## config.mk

```make
export PLATFORM = sky130hd
export DESIGN_NAME = capacitor_charge_hysteresis_control_top
export DESIGN_NICKNAME = d
export VERILOG_FILES = /design/src/rtl/core/ccc_pkg.sv /design/src/rtl/core/ccc_regs.sv /design/src/rtl/core/ccc_ctrl.sv /design/src/rtl/core/ccc_dp.sv /design/src/rtl/core/capacitor_charge_hysteresis_control_top.sv
export SDC_FILE = /design/constraint.sdc
export NUM_CORES = 2
export LEC_CHECK = 0
export BUFFER_PORTS_ARGS = -buffer_cell sky130_fd_sc_hd__buf_4
export CAP_MARGIN = 40
export CORE_AREA = 2 2 287 261
export CTS_CLUSTER_DIAMETER = 60
export DETAILED_ROUTE_END_ITERATION = 10
export DIE_AREA = 0 0 289 263
export PLACE_DENSITY_LB_ADDON = 0.3
export SETUP_SLACK_MARGIN = 0.2
export SLEW_MARGIN = 30
export SYNTH_ARGS = -nofsm -noshare
export SYNTH_HDL_FRONTEND = slang
export SYNTH_SLANG_ARGS = --single-unit
```

## constraint.sdc

```tcl
create_clock -name i_clk -period 8.7 [get_ports i_clk]
set_clock_uncertainty 0.2 [all_clocks]
set_input_delay 1.305 -clock i_clk [delete_from_list [all_inputs] [get_ports i_clk]]
set_output_delay 1.305 -clock i_clk [all_outputs]
set_load 0.02 [all_outputs]
```

## src/rtl/core/ccc_pkg.sv

```systemverilog
// Shared types, register map and constants for the capacitor charge controller.
package ccc_pkg;

    localparam int SAMPLES_DEF = 8;
    localparam int CODE_W      = 14;
    localparam int ADDR_W      = 5;
    localparam int APB_DATA_W  = 32;
    localparam int IN_DATA_W   = 56;
    localparam int OUT_DATA_W  = 40;
    localparam int SCALE_ROUND = 1 << 23;
    localparam int EMA_ROUND   = 1 << 15;

    localparam logic [1:0] REQ_ADC     = 2'd0;
    localparam logic [1:0] REQ_TICK    = 2'd1;
    localparam logic [1:0] REQ_INHIBIT = 2'd2;

    localparam logic [2:0] REG_RESULT_SHIFT      = 3'd0;
    localparam logic [2:0] REG_SUM_GAIN          = 3'd1;
    localparam logic [2:0] REG_CAL_OFFSET        = 3'd2;
    localparam logic [2:0] REG_STOP_THRESHOLD    = 3'd3;
    localparam logic [2:0] REG_RESTART_THRESHOLD = 3'd4;
    localparam logic [2:0] REG_RETRY_INTERVAL    = 3'd5;
    localparam logic [2:0] REG_EMA_ALPHA         = 3'd6;

    localparam logic [15:0] RST_STOP_THRESHOLD = 16'hFFFF;
    localparam logic [15:0] RST_RETRY_INTERVAL = 16'd1000;
    localparam logic [15:0] RST_EMA_ALPHA      = 16'h8000;

    typedef struct packed {
        logic [1:0]         result_shift;
        logic [31:0]        sum_gain;
        logic signed [15:0] cal_offset;
        logic [15:0]        stop_threshold;
        logic [15:0]        restart_threshold;
        logic [15:0]        retry_interval;
        logic [15:0]        ema_alpha;
    } t_cfg;

    typedef struct packed {
        logic load_in;
        logic exec;
        logic mul_lo;
        logic mul_hi;
        logic scale;
        logic ema_mul;
        logic ema_add;
        logic push;
    } t_cmd;

    typedef struct packed {
        logic finish;
        logic ema_first;
        logic out_free;
    } t_stat;

endpackage

```

## src/rtl/core/ccc_regs.sv

```systemverilog
// APB configuration register file of the charge controller.
module ccc_regs (
    input  logic                              i_clk,
    input  logic                              i_rst_n,
    input  logic                              psel,
    input  logic                              penable,
    input  logic                              pwrite,
    input  logic [ccc_pkg::ADDR_W-1:0]        paddr,
    input  logic [ccc_pkg::APB_DATA_W-1:0]    pwdata,
    output logic [ccc_pkg::APB_DATA_W-1:0]    prdata,
    output logic                              pready,
    output ccc_pkg::t_cfg                     o_cfg
);
    import ccc_pkg::*;

    t_cfg       r_cfg;
    t_cfg       n_cfg;
    logic       wr_en;
    logic [2:0] reg_idx;

    assign pready  = 1'b1;
    assign wr_en   = psel & penable & pwrite & pready;
    assign reg_idx = paddr[ADDR_W-1:2];
    assign o_cfg   = r_cfg;

    always_comb begin
        n_cfg = r_cfg;
        if (wr_en) begin
            unique case (reg_idx)
                REG_RESULT_SHIFT:      n_cfg.result_shift      = pwdata[1:0];
                REG_SUM_GAIN:          n_cfg.sum_gain          = pwdata;
                REG_CAL_OFFSET:        n_cfg.cal_offset        = $signed(pwdata[15:0]);
                REG_STOP_THRESHOLD:    n_cfg.stop_threshold    = pwdata[15:0];
                REG_RESTART_THRESHOLD: n_cfg.restart_threshold = pwdata[15:0];
                REG_RETRY_INTERVAL:    n_cfg.retry_interval    = pwdata[15:0];
                REG_EMA_ALPHA:         n_cfg.ema_alpha         = pwdata[15:0];
                default: ;
            endcase
        end
    end

    always_comb begin
        unique case (reg_idx)
            REG_RESULT_SHIFT:      prdata = {30'b0, r_cfg.result_shift};
            REG_SUM_GAIN:          prdata = r_cfg.sum_gain;
            REG_CAL_OFFSET:        prdata = {16'b0, r_cfg.cal_offset};
            REG_STOP_THRESHOLD:    prdata = {16'b0, r_cfg.stop_threshold};
            REG_RESTART_THRESHOLD: prdata = {16'b0, r_cfg.restart_threshold};
            REG_RETRY_INTERVAL:    prdata = {16'b0, r_cfg.retry_interval};
            REG_EMA_ALPHA:         prdata = {16'b0, r_cfg.ema_alpha};
            default:               prdata = '0;
        endcase
    end

    always_ff @(posedge i_clk) begin
        if (!i_rst_n) begin
            r_cfg.result_shift      <= '0;
            r_cfg.sum_gain          <= '0;
            r_cfg.cal_offset        <= '0;
            r_cfg.stop_threshold    <= RST_STOP_THRESHOLD;
            r_cfg.restart_threshold <= '0;
            r_cfg.retry_interval    <= RST_RETRY_INTERVAL;
            r_cfg.ema_alpha         <= RST_EMA_ALPHA;
        end else begin
            r_cfg <= n_cfg;
        end
    end

endmodule

```

## src/rtl/core/ccc_ctrl.sv

```systemverilog
// Sequencer of the charge controller: steps each word through the datapath.
module ccc_ctrl (
    input  logic           i_clk,
    input  logic           i_rst_n,
    input  logic           i_in_valid,
    output logic           o_in_ready,
    input  ccc_pkg::t_stat i_stat,
    output ccc_pkg::t_cmd  o_cmd
);
    import ccc_pkg::*;

    typedef enum logic [7:0] {
        ST_IDLE    = 8'b0000_0001,
        ST_EXEC    = 8'b0000_0010,
        ST_MUL_LO  = 8'b0000_0100,
        ST_MUL_HI  = 8'b0000_1000,
        ST_SCALE   = 8'b0001_0000,
        ST_EMA_MUL = 8'b0010_0000,
        ST_EMA_ADD = 8'b0100_0000,
        ST_PUSH    = 8'b1000_0000
    } t_state;

    t_state r_state;
    t_state n_state;

    assign o_in_ready = (r_state == ST_IDLE);

    always_comb begin
        n_state = r_state;
        o_cmd   = '0;
        unique case (r_state)
            ST_IDLE: begin
                if (i_in_valid) begin
                    o_cmd.load_in = 1'b1;
                    n_state       = ST_EXEC;
                end
            end
            ST_EXEC: begin
                o_cmd.exec = 1'b1;
                n_state    = i_stat.finish ? ST_MUL_LO : ST_PUSH;
            end
            ST_MUL_LO: begin
                o_cmd.mul_lo = 1'b1;
                n_state      = ST_MUL_HI;
            end
            ST_MUL_HI: begin
                o_cmd.mul_hi = 1'b1;
                n_state      = ST_SCALE;
            end
            ST_SCALE: begin
                o_cmd.scale = 1'b1;
                n_state     = i_stat.ema_first ? ST_PUSH : ST_EMA_MUL;
            end
            ST_EMA_MUL: begin
                o_cmd.ema_mul = 1'b1;
                n_state       = ST_EMA_ADD;
            end
            ST_EMA_ADD: begin
                o_cmd.ema_add = 1'b1;
                n_state       = ST_PUSH;
            end
            ST_PUSH: begin
                if (i_stat.out_free) begin
                    o_cmd.push = 1'b1;
                    n_state    = ST_IDLE;
                end
            end
            default: n_state = ST_IDLE;
        endcase
    end

    always_ff @(posedge i_clk) begin
        if (!i_rst_n) begin
            r_state <= ST_IDLE;
        end else begin
            r_state <= n_state;
        end
    end

endmodule

```

## src/rtl/core/ccc_dp.sv

```systemverilog
// Datapath: sample accumulation, shared multiplier, scaling, EMA, hysteresis and output word.
module ccc_dp #(
    parameter int SAMPLES_PER_MEASURE = ccc_pkg::SAMPLES_DEF
) (
    input  logic                             i_clk,
    input  logic                             i_rst_n,
    input  ccc_pkg::t_cfg                    i_cfg,
    input  ccc_pkg::t_cmd                    i_cmd,
    output ccc_pkg::t_stat                   o_stat,
    input  logic [ccc_pkg::IN_DATA_W-1:0]    i_in_data,
    input  logic [1:0]                       i_in_user,
    input  logic                             i_out_ready,
    output logic                             o_out_valid,
    output logic [ccc_pkg::OUT_DATA_W-1:0]   o_out_data
);
    import ccc_pkg::*;

    localparam int IDX_W = $clog2(SAMPLES_PER_MEASURE + 1);
    localparam int TW    = CODE_W + $clog2(SAMPLES_PER_MEASURE);
    localparam int MW    = (TW > 17) ? TW : 17;
    localparam int PW    = MW + 17;
    localparam int AW    = TW + 33;
    localparam int SW    = AW - 23;
    localparam int EW    = PW - 15;

    logic [1:0]             r_req;
    logic [15:0]            r_word;
    logic [31:0]            r_now;
    logic                   r_inh;

    logic [IDX_W-1:0]       r_idx, n_idx;
    logic signed [TW-1:0]   r_total, n_total;
    logic [15:0]            r_last, n_last;
    logic                   r_have, n_have;
    logic [15:0]            r_sm, n_sm;
    logic                   r_sm_valid, n_sm_valid;
    logic                   r_charge, n_charge;
    logic                   r_inh_flag, n_inh_flag;
    logic [31:0]            r_edge_time, n_edge_time;
    logic                   r_edge, n_edge;
    logic                   r_done, n_done;
    logic                   r_out_valid, n_out_valid;
    logic [OUT_DATA_W-1:0]  r_out_data;

    logic signed [PW-1:0]   r_prod;
    logic signed [AW-1:0]   r_acc;

    logic [15:0]            shifted;
    logic signed [CODE_W-1:0] code;
    logic signed [TW-1:0]   code_ext;
    logic signed [TW-1:0]   total_add;
    logic                   finish;
    logic [31:0]            elapsed;
    logic                   due;

    logic signed [MW-1:0]   mul_a;
    logic [15:0]            mul_b;
    logic signed [PW-1:0]   prod_c;
    logic signed [16:0]     ema_diff;

    logic signed [AW-1:0]   prod_ext;
    logic signed [AW-1:0]   acc_full;
    logic signed [SW-2:0]   volt_raw;
    logic signed [SW-1:0]   volt_sum;
    logic [15:0]            volt_clamp;

    logic signed [PW-1:0]   step_sum;
    logic signed [PW-17:0]  step;
    logic signed [EW-1:0]   ema_sum;
    logic [15:0]            ema_clamp;

    assign shifted   = r_word >> i_cfg.result_shift;
    assign code      = $signed(shifted[CODE_W-1:0]);
    assign code_ext  = TW'(code);
    assign total_add = r_total + code_ext;
    assign finish    = (r_req == REQ_ADC) && (r_idx != '0)
                       && (r_idx >= IDX_W'(SAMPLES_PER_MEASURE));
    assign elapsed   = r_now - r_edge_time;
    assign due       = elapsed >= {16'b0, i_cfg.retry_interval};

    assign ema_diff  = $signed({1'b0, r_last}) - $signed({1'b0, r_sm});

    always_comb begin
        mul_a = MW'(r_total);
        mul_b = i_cfg.sum_gain[15:0];
        if (i_cmd.mul_hi) begin
            mul_b = i_cfg.sum_gain[31:16];
        end
        if (i_cmd.ema_mul) begin
            mul_a = MW'(ema_diff);
            mul_b = i_cfg.ema_alpha;
        end
    end

    assign prod_c = mul_a * $signed({1'b0, mul_b});

    assign prod_ext = AW'(r_prod);
    assign acc_full = r_acc + (prod_ext <<< 16);
    assign volt_raw = $signed(acc_full[AW-1:24]);
    assign volt_sum = SW'(volt_raw) + SW'(i_cfg.cal_offset);

    always_comb begin
        if (volt_sum[SW-1]) begin
            volt_clamp = '0;
        end else if (|volt_sum[SW-2:16]) begin
            volt_clamp = 16'hFFFF;
        end else begin
            volt_clamp = volt_sum[15:0];
        end
    end

    assign step_sum = r_prod + PW'(EMA_ROUND);
    assign step     = $signed(step_sum[PW-1:16]);
    assign ema_sum  = EW'(step) + EW'($signed({1'b0, r_sm}));

    always_comb begin
        if (ema_sum[EW-1]) begin
            ema_clamp = '0;
        end else if (|ema_sum[EW-2:16]) begin
            ema_clamp = 16'hFFFF;
        end else begin
            ema_clamp = ema_sum[15:0];
        end
    end

    always_comb begin
        n_idx       = r_idx;
        n_total     = r_total;
        n_last      = r_last;
        n_have      = r_have;
        n_sm        = r_sm;
        n_sm_valid  = r_sm_valid;
        n_charge    = r_charge;
        n_inh_flag  = r_inh_flag;
        n_edge_time = r_edge_time;
        n_edge      = r_edge;
        n_done      = r_done;

        if (i_cmd.load_in) begin
            n_edge = 1'b0;
            n_done = 1'b0;
        end

        if (i_cmd.exec) begin
            unique case (r_req)
                REQ_ADC: begin
                    if (r_idx == '0) begin
                        n_total = '0;
                        n_idx   = IDX_W'(1);
                    end else begin
                        n_total = total_add;
                        n_idx   = finish ? '0 : r_idx + IDX_W'(1);
                    end
                end
                REQ_TICK: begin
                    if (r_have) begin
                        if (r_inh_flag) begin
                            n_charge = 1'b0;
                        end else if (r_last >= i_cfg.stop_threshold) begin
                            n_charge = 1'b0;
                        end else if (r_last <= i_cfg.restart_threshold) begin
                            if (!r_charge || due) begin
                                n_charge    = 1'b1;
                                n_edge_time = r_now;
                                n_edge      = 1'b1;
                            end
                        end
                    end
                end
                REQ_INHIBIT: begin
                    n_inh_flag = r_inh;
                    if (r_inh) begin
                        n_charge = 1'b0;
                    end
                end
                default: ;
            endcase
        end

        if (i_cmd.scale) begin
            n_last = volt_clamp;
            n_have = 1'b1;
            n_done = 1'b1;
            if (!r_sm_valid) begin
                n_sm       = volt_clamp;
                n_sm_valid = 1'b1;
            end
        end

        if (i_cmd.ema_add) begin
            n_sm = ema_clamp;
        end
    end

    always_comb begin
        n_out_valid = r_out_valid;
        if (i_cmd.push) begin
            n_out_valid = 1'b1;
        end else if (i_out_ready) begin
            n_out_valid = 1'b0;
        end
    end

    assign o_stat.finish    = finish;
    assign o_stat.ema_first = !r_sm_valid;
    assign o_stat.out_free  = !r_out_valid || i_out_ready;

    assign o_out_valid = r_out_valid;
    assign o_out_data  = r_out_data;

    always_ff @(posedge i_clk) begin
        if (!i_rst_n) begin
            r_idx       <= '0;
            r_total     <= '0;
            r_last      <= '0;
            r_have      <= 1'b0;
            r_sm        <= '0;
            r_sm_valid  <= 1'b0;
            r_charge    <= 1'b0;
            r_inh_flag  <= 1'b0;
            r_edge_time <= '0;
            r_edge      <= 1'b0;
            r_done      <= 1'b0;
            r_out_valid <= 1'b0;
        end else begin
            r_idx       <= n_idx;
            r_total     <= n_total;
            r_last      <= n_last;
            r_have      <= n_have;
            r_sm        <= n_sm;
            r_sm_valid  <= n_sm_valid;
            r_charge    <= n_charge;
            r_inh_flag  <= n_inh_flag;
            r_edge_time <= n_edge_time;
            r_edge      <= n_edge;
            r_done      <= n_done;
            r_out_valid <= n_out_valid;
        end
    end

    always_ff @(posedge i_clk) begin
        if (i_cmd.load_in) begin
            r_req  <= i_in_user;
            r_word <= i_in_data[15:0];
            r_now  <= i_in_data[47:16];
            r_inh  <= i_in_data[48];
        end
        if (i_cmd.mul_lo || i_cmd.mul_hi || i_cmd.ema_mul) begin
            r_prod <= prod_c;
        end
        if (i_cmd.mul_hi) begin
            r_acc <= prod_ext + AW'(SCALE_ROUND);
        end
        if (i_cmd.push) begin
            r_out_data <= {4'b0, r_have, r_sm, r_last, r_done, r_edge, r_charge};
        end
    end

endmodule

```

## src/rtl/core/capacitor_charge_hysteresis_control_top.sv

```systemverilog
// Top level of the capacitor charge controller with hysteresis.
//
// Input words arrive on the s_axis channel: tuser carries the request kind (ADC word,
// control tick, set inhibit), tdata carries the ADC frame, the millisecond time and
// the inhibit flag. Every accepted word yields exactly one result word on m_axis with
// the charge drive level, the trigger edge and measurement flags and both voltages.
// Registers are written through the APB port while the block is idle: that is for the
// user to keep, as the block itself does not enforce it. One word is worked at a time.
// Ticks, inhibit requests and ADC words that do not close a measurement go from the
// execute state straight to the push state, which loads the result register; a word
// that closes one first takes the multiply and scale states and, after the first
// measurement, the EMA states on the shared 16-bit-slice multiplier, which runs the
// gain product in two halves and the EMA weight product once. Input waits for the push.
// The result sits in an output register: a stalled receiver holds it while the next
// word is accepted and processed; that word then waits for the register to drain.
// Synchronous reset returns all but the input, product and result data to defaults.
module capacitor_charge_hysteresis_control_top #(
    parameter int SAMPLES_PER_MEASURE = ccc_pkg::SAMPLES_DEF
) (
    input  logic                              i_clk,
    input  logic                              i_rst_n,
    input  logic                              s_axis_tvalid,
    output logic                              s_axis_tready,
    // [15:0] adc_word, [47:16] now_ms, [48] inhibit, [55:49] zero
    input  logic [ccc_pkg::IN_DATA_W-1:0]     s_axis_tdata,
    // [1:0] req_type
    input  logic [1:0]                        s_axis_tuser,
    output logic                              m_axis_tvalid,
    input  logic                              m_axis_tready,
    // [0] charge_drive, [1] restart_edge, [2] measure_done, [18:3] control_voltage,
    // [34:19] filtered_voltage, [35] voltage_valid, [39:36] zero
    output logic [ccc_pkg::OUT_DATA_W-1:0]    m_axis_tdata,
    input  logic                              psel,
    input  logic                              penable,
    input  logic                              pwrite,
    input  logic [ccc_pkg::ADDR_W-1:0]        paddr,
    input  logic [ccc_pkg::APB_DATA_W-1:0]    pwdata,
    output logic [ccc_pkg::APB_DATA_W-1:0]    prdata,
    output logic                              pready
);
    import ccc_pkg::*;

    t_cfg  cfg;
    t_cmd  cmd;
    t_stat stat;

    ccc_regs u_regs (
        .i_clk   (i_clk),
        .i_rst_n (i_rst_n),
        .psel    (psel),
        .penable (penable),
        .pwrite  (pwrite),
        .paddr   (paddr),
        .pwdata  (pwdata),
        .prdata  (prdata),
        .pready  (pready),
        .o_cfg   (cfg)
    );

    ccc_ctrl u_ctrl (
        .i_clk      (i_clk),
        .i_rst_n    (i_rst_n),
        .i_in_valid (s_axis_tvalid),
        .o_in_ready (s_axis_tready),
        .i_stat     (stat),
        .o_cmd      (cmd)
    );

    ccc_dp #(
        .SAMPLES_PER_MEASURE (SAMPLES_PER_MEASURE)
    ) u_dp (
        .i_clk       (i_clk),
        .i_rst_n     (i_rst_n),
        .i_cfg       (cfg),
        .i_cmd       (cmd),
        .o_stat      (stat),
        .i_in_data   (s_axis_tdata),
        .i_in_user   (s_axis_tuser),
        .i_out_ready (m_axis_tready),
        .o_out_valid (m_axis_tvalid),
        .o_out_data  (m_axis_tdata)
    );

    a_one_word_at_a_time: assert property (@(posedge i_clk) disable iff (!i_rst_n)
        s_axis_tvalid && s_axis_tready |=> !s_axis_tready)
        else $error("input accepted while a word is in progress");

    a_done_implies_valid: assert property (@(posedge i_clk) disable iff (!i_rst_n)
        m_axis_tvalid && m_axis_tdata[2] |-> m_axis_tdata[35])
        else $error("measurement done without valid voltage");

    a_edge_implies_drive: assert property (@(posedge i_clk) disable iff (!i_rst_n)
        m_axis_tvalid && m_axis_tdata[1] |-> m_axis_tdata[0])
        else $error("trigger edge with charge drive low");

    a_no_voltage_before_valid: assert property (@(posedge i_clk) disable iff (!i_rst_n)
        m_axis_tvalid && !m_axis_tdata[35] |->
            (m_axis_tdata[34:3] == 32'd0) && !m_axis_tdata[0])
        else $error("voltage or drive reported before first measurement");

endmodule

```

==> impl_metrics.py <==
metrics = {
    "timing": {
        "max_freq_mhz": 118.2,
        "fin_tns_setup_ns": 0,
        "period_share_pct": 97.22,
        "maxSlewHeadroom_pct": 40.08,
        "worst_slew_pin_slew_ns": 0.8934,
        "period_minus_slack_ns": 8.458,
        "finalMaxSlewViolations": 0,
        "hold_viol": 0,
        "setup_violations": 0,
        "hold_ws_ns": 0.2374,
        "rsz0062_at_grt": "yes",
    },
    "route": {
        "firstDrtPassIters": 5,
        "finalWirelength_um": 98930,
        "ant_nets": 0,
        "vias_per_cell": 5.596,
        "drt-wirelength-per-cell_um": 19.96,
        "vias": 27741,
        "drcViolationCount": 0,
        "first_iter_violations": 2525,
    },
    "floorplan": {
        "start_util_pct": 44.83,
        "pin_count": 177,
        "rows": 94,
        "die-width_um": 289,
        "core_area_um2": 72680,
        "dieHeight_um": 263,
        "die_area_um2": 76010,
    },
    "placed_design": {
        "port_buffers": 162,
        "place.gp.congestion": 0.9380,
        "dp_hpwl_um": 77850,
    },
    "synth": {
        "ys_ff_latch": 353,
        "syn_area_um2": 32590,
        "yosysWarnings": 0,
        "synth_edf_count": 140,
        "ys_types": 82,
        "ys_async_sr_fraction_pct": 0,
        "synth_area_per_cell_um2": 8.751,
        "synth_ff_type": "dfxtp_1",
        "syn_inst": 3724,
        "seq_area_frac_synth_pct": 25.99,
    },
    "critical_path": {
        "crit_fanout": 4,
        "slowest_delay_ns": 0.55,
        "critPathSlowestCell": "fa_1",
        "cp_data_arrival_time_ns": 8.58,
        "cp-end-kind": "flop",
        "cp-start-kind": "flop",
        "crit_type": "reg2reg",
        "cp_common_cell": "fa_1",
        "required_ns": 8.82,
    },
    "clock_network": {
        "root_buffer": "clkbuf_16",
        "clock_sinks": 353,
        "clkLatencyLatePin_ns": 0.59,
        "cts_tree": "built",
        "cts_max_path_buffers": 3,
        "path_clk_slew_ns": 0.06,
        "holdBufCountCts": 0,
        "cts_buffers": 44,
        "h-tree-depth": 2,
    },
    "finish": {
        "drive_above_1_share_pct": 14.64,
        "final_common_cell": "inv_1",
        "nets": 4625,
        "syn_to_final_growth_pct": 17.39,
        "mostFrequentLayoutCells": "479 x inv_1, 467 x nand2_1, 308 x buf_4",
    },
    "hold_path": {
        "hold_path.class": "reg2reg",
    },
    "grt": {
        "grt_max_degree": 77,
        "globalRoute.totalOverflow": 0,
        "grt_pass1_wl_um": 155100,
        "grt_antenna_before_repair": 3,
        "grt_util_all_layers_pct": 26.03,
        "grt_pass1_vias": 27139,
    },
    "pwr": {
        "p_total_mw": 4.263,
        "p_leak_nw": 16.61,
        "power.density_nw_per_um2": 111.4,
        "irDropWorstVdd_mv": 0.09991,
    },
    "flow_run": {
        "cap_violations": 0,
    },
    "outcome": {
        "status": "finished clean",
    },
}
-- critical path: cells and delay by family, from the launching register on --
kind / cells / cell delay [ns]
adders and majority gates: 9 / 3.70
muxes: 1 / 0.18
DFF: 1 / 0.33
and+or+nand+nor: 2 / 0.17
buffers and inverters: 9 / 0.76
AOI/OAI and AO/OA: 14 / 2.49
xor gates and xnor gates: 2 / 0.34
-- final timing paths --
path,from,end,slack (ns),cells past startpoint
worst max-delay path,u_dp.r_last[0]$_SDFFE_PN0P_,u_dp.r_prod[33]$_DFFE_PP_,0.24,37
worst min register to register,u_dp.r_done$_SDFFE_PN0P_,u_dp.o_out_data[2]$_DFFE_PP_,0.24,0
worst min-delay path,u_dp.r_done$_SDFFE_PN0P_,u_dp.o_out_data[2]$_DFFE_PP_,0.24,0
worst max register to register,u_dp.r_last[0]$_SDFFE_PN0P_,u_dp.r_prod[33]$_DFFE_PP_,0.24,37
-- layer usage --
metal	part of all wire, %	vias to the layer above	GRT usage [%]
met1	44	13567	36.19
met2	46	937	41.94
li1	-	13075	-
met5	0.027	-	0
met3	7.4	158	3.986
met4	3.2	4	7.300
-- power breakdown --
group	total, mW	internal, mW	switching, mW
sequential	1.77	1.74	0.0227
clock	2.12	1.30	0.817
combinational	0.380	0.148	0.232
total	4.26	3.19	1.07
-- logic make-up (layout without fill, tap and decap cells) --
logic type,count (synthesis),count (layout),synth area share (%)
multiplexers,91,91,3.383
AND/OR/NAND/NOR,1103,1103,15.09
other,2,6,0.02305
XOR/XNOR,156,156,4.193
flip-flops,353,353,25.99
buffers and inverters,651,920,7.606
adder cells (fa/ha/maj),563,563,28.16
AO/OA/AOI/OAI,805,805,15.56
-- cell type report --
type	instances	area, um2
Antenna cell	1	2.502
Clock buffer	51	1265
Clock inverter	31	422.9
Fill cell	6621	34430
Inverter	498	1872
Multi-Input combinational cell	2723	22290
Sequential cell	353	8471
Tap cell	960	1201
Timing Repair Buffer	340	2733
-- what timing repair did --
| action | 4_1_cts | 5_1_grt |
|---|---|---|
| pin swaps | 22 | 67 |
| endpoints found under the setup margin | 12 | 14 |
| setup buffers | 11 | 15 |
| hold endpoints to repair | 0 | 0 |
| gates resized for setup | 30 | 116 |
-- metrics by stage --
stage / worst slack (ns) / util, % / std cells / cell area [um2]
final: 0.2423 / 52.63 / 4957 / 38250
after global placement: -0.1512 / 49.02 / 4840 / 35630
after global routing: -0.1419 / 52.63 / 4956 / 38250
after CTS: 0.2005 / 51.68 / 4937 / 37560
after detailed placement: -0.2282 / 49.08 / 4844 / 35670
after floorplan: 0.2357 / - / 3727 / 32600
-- Yosys cell counts, types with 46 or more instances --
cell type,number,area share [%]
fa_1,284,17
o21a_1,46,1.1
mux2i_1,55,1.7
inv_1,498,5.7
ha_1,279,11
nand2_1,473,5.4
a21oi_1,289,4.4
xnor2_1,99,2.7
a21o_1,59,1.4
o21ai_0,131,2.0
dfxtp_1,213,13
nand3_1,83,1.3
clkbuf_1,130,1.5
xor2_1,57,1.5
nor2_1,287,3.3
edfxtp_1,140,13
-- sequential cells by signal (all words and copies together), names as in the netlist, 2 cells and up --
| signal | count |
|---|---|
| u_dp.r_sm | 16 |
| u_dp.r_total | 17 |
| u_dp.r_prod | 34 |
| u_dp.r_idx | 4 |
| u_dp.r_last | 16 |
| u_dp.o_out_data | 36 |
| u_dp.r_req | 2 |
| u_dp.r_edge_time | 32 |
| u_ctrl.r_state | 8 |
| u_regs.o_cfg | 114 |
| u_dp.r_word | 16 |
| u_dp.r_now | 32 |
| u_dp.r_acc | 19 |
No activity file was read; power rests on OpenSTA's default activity.
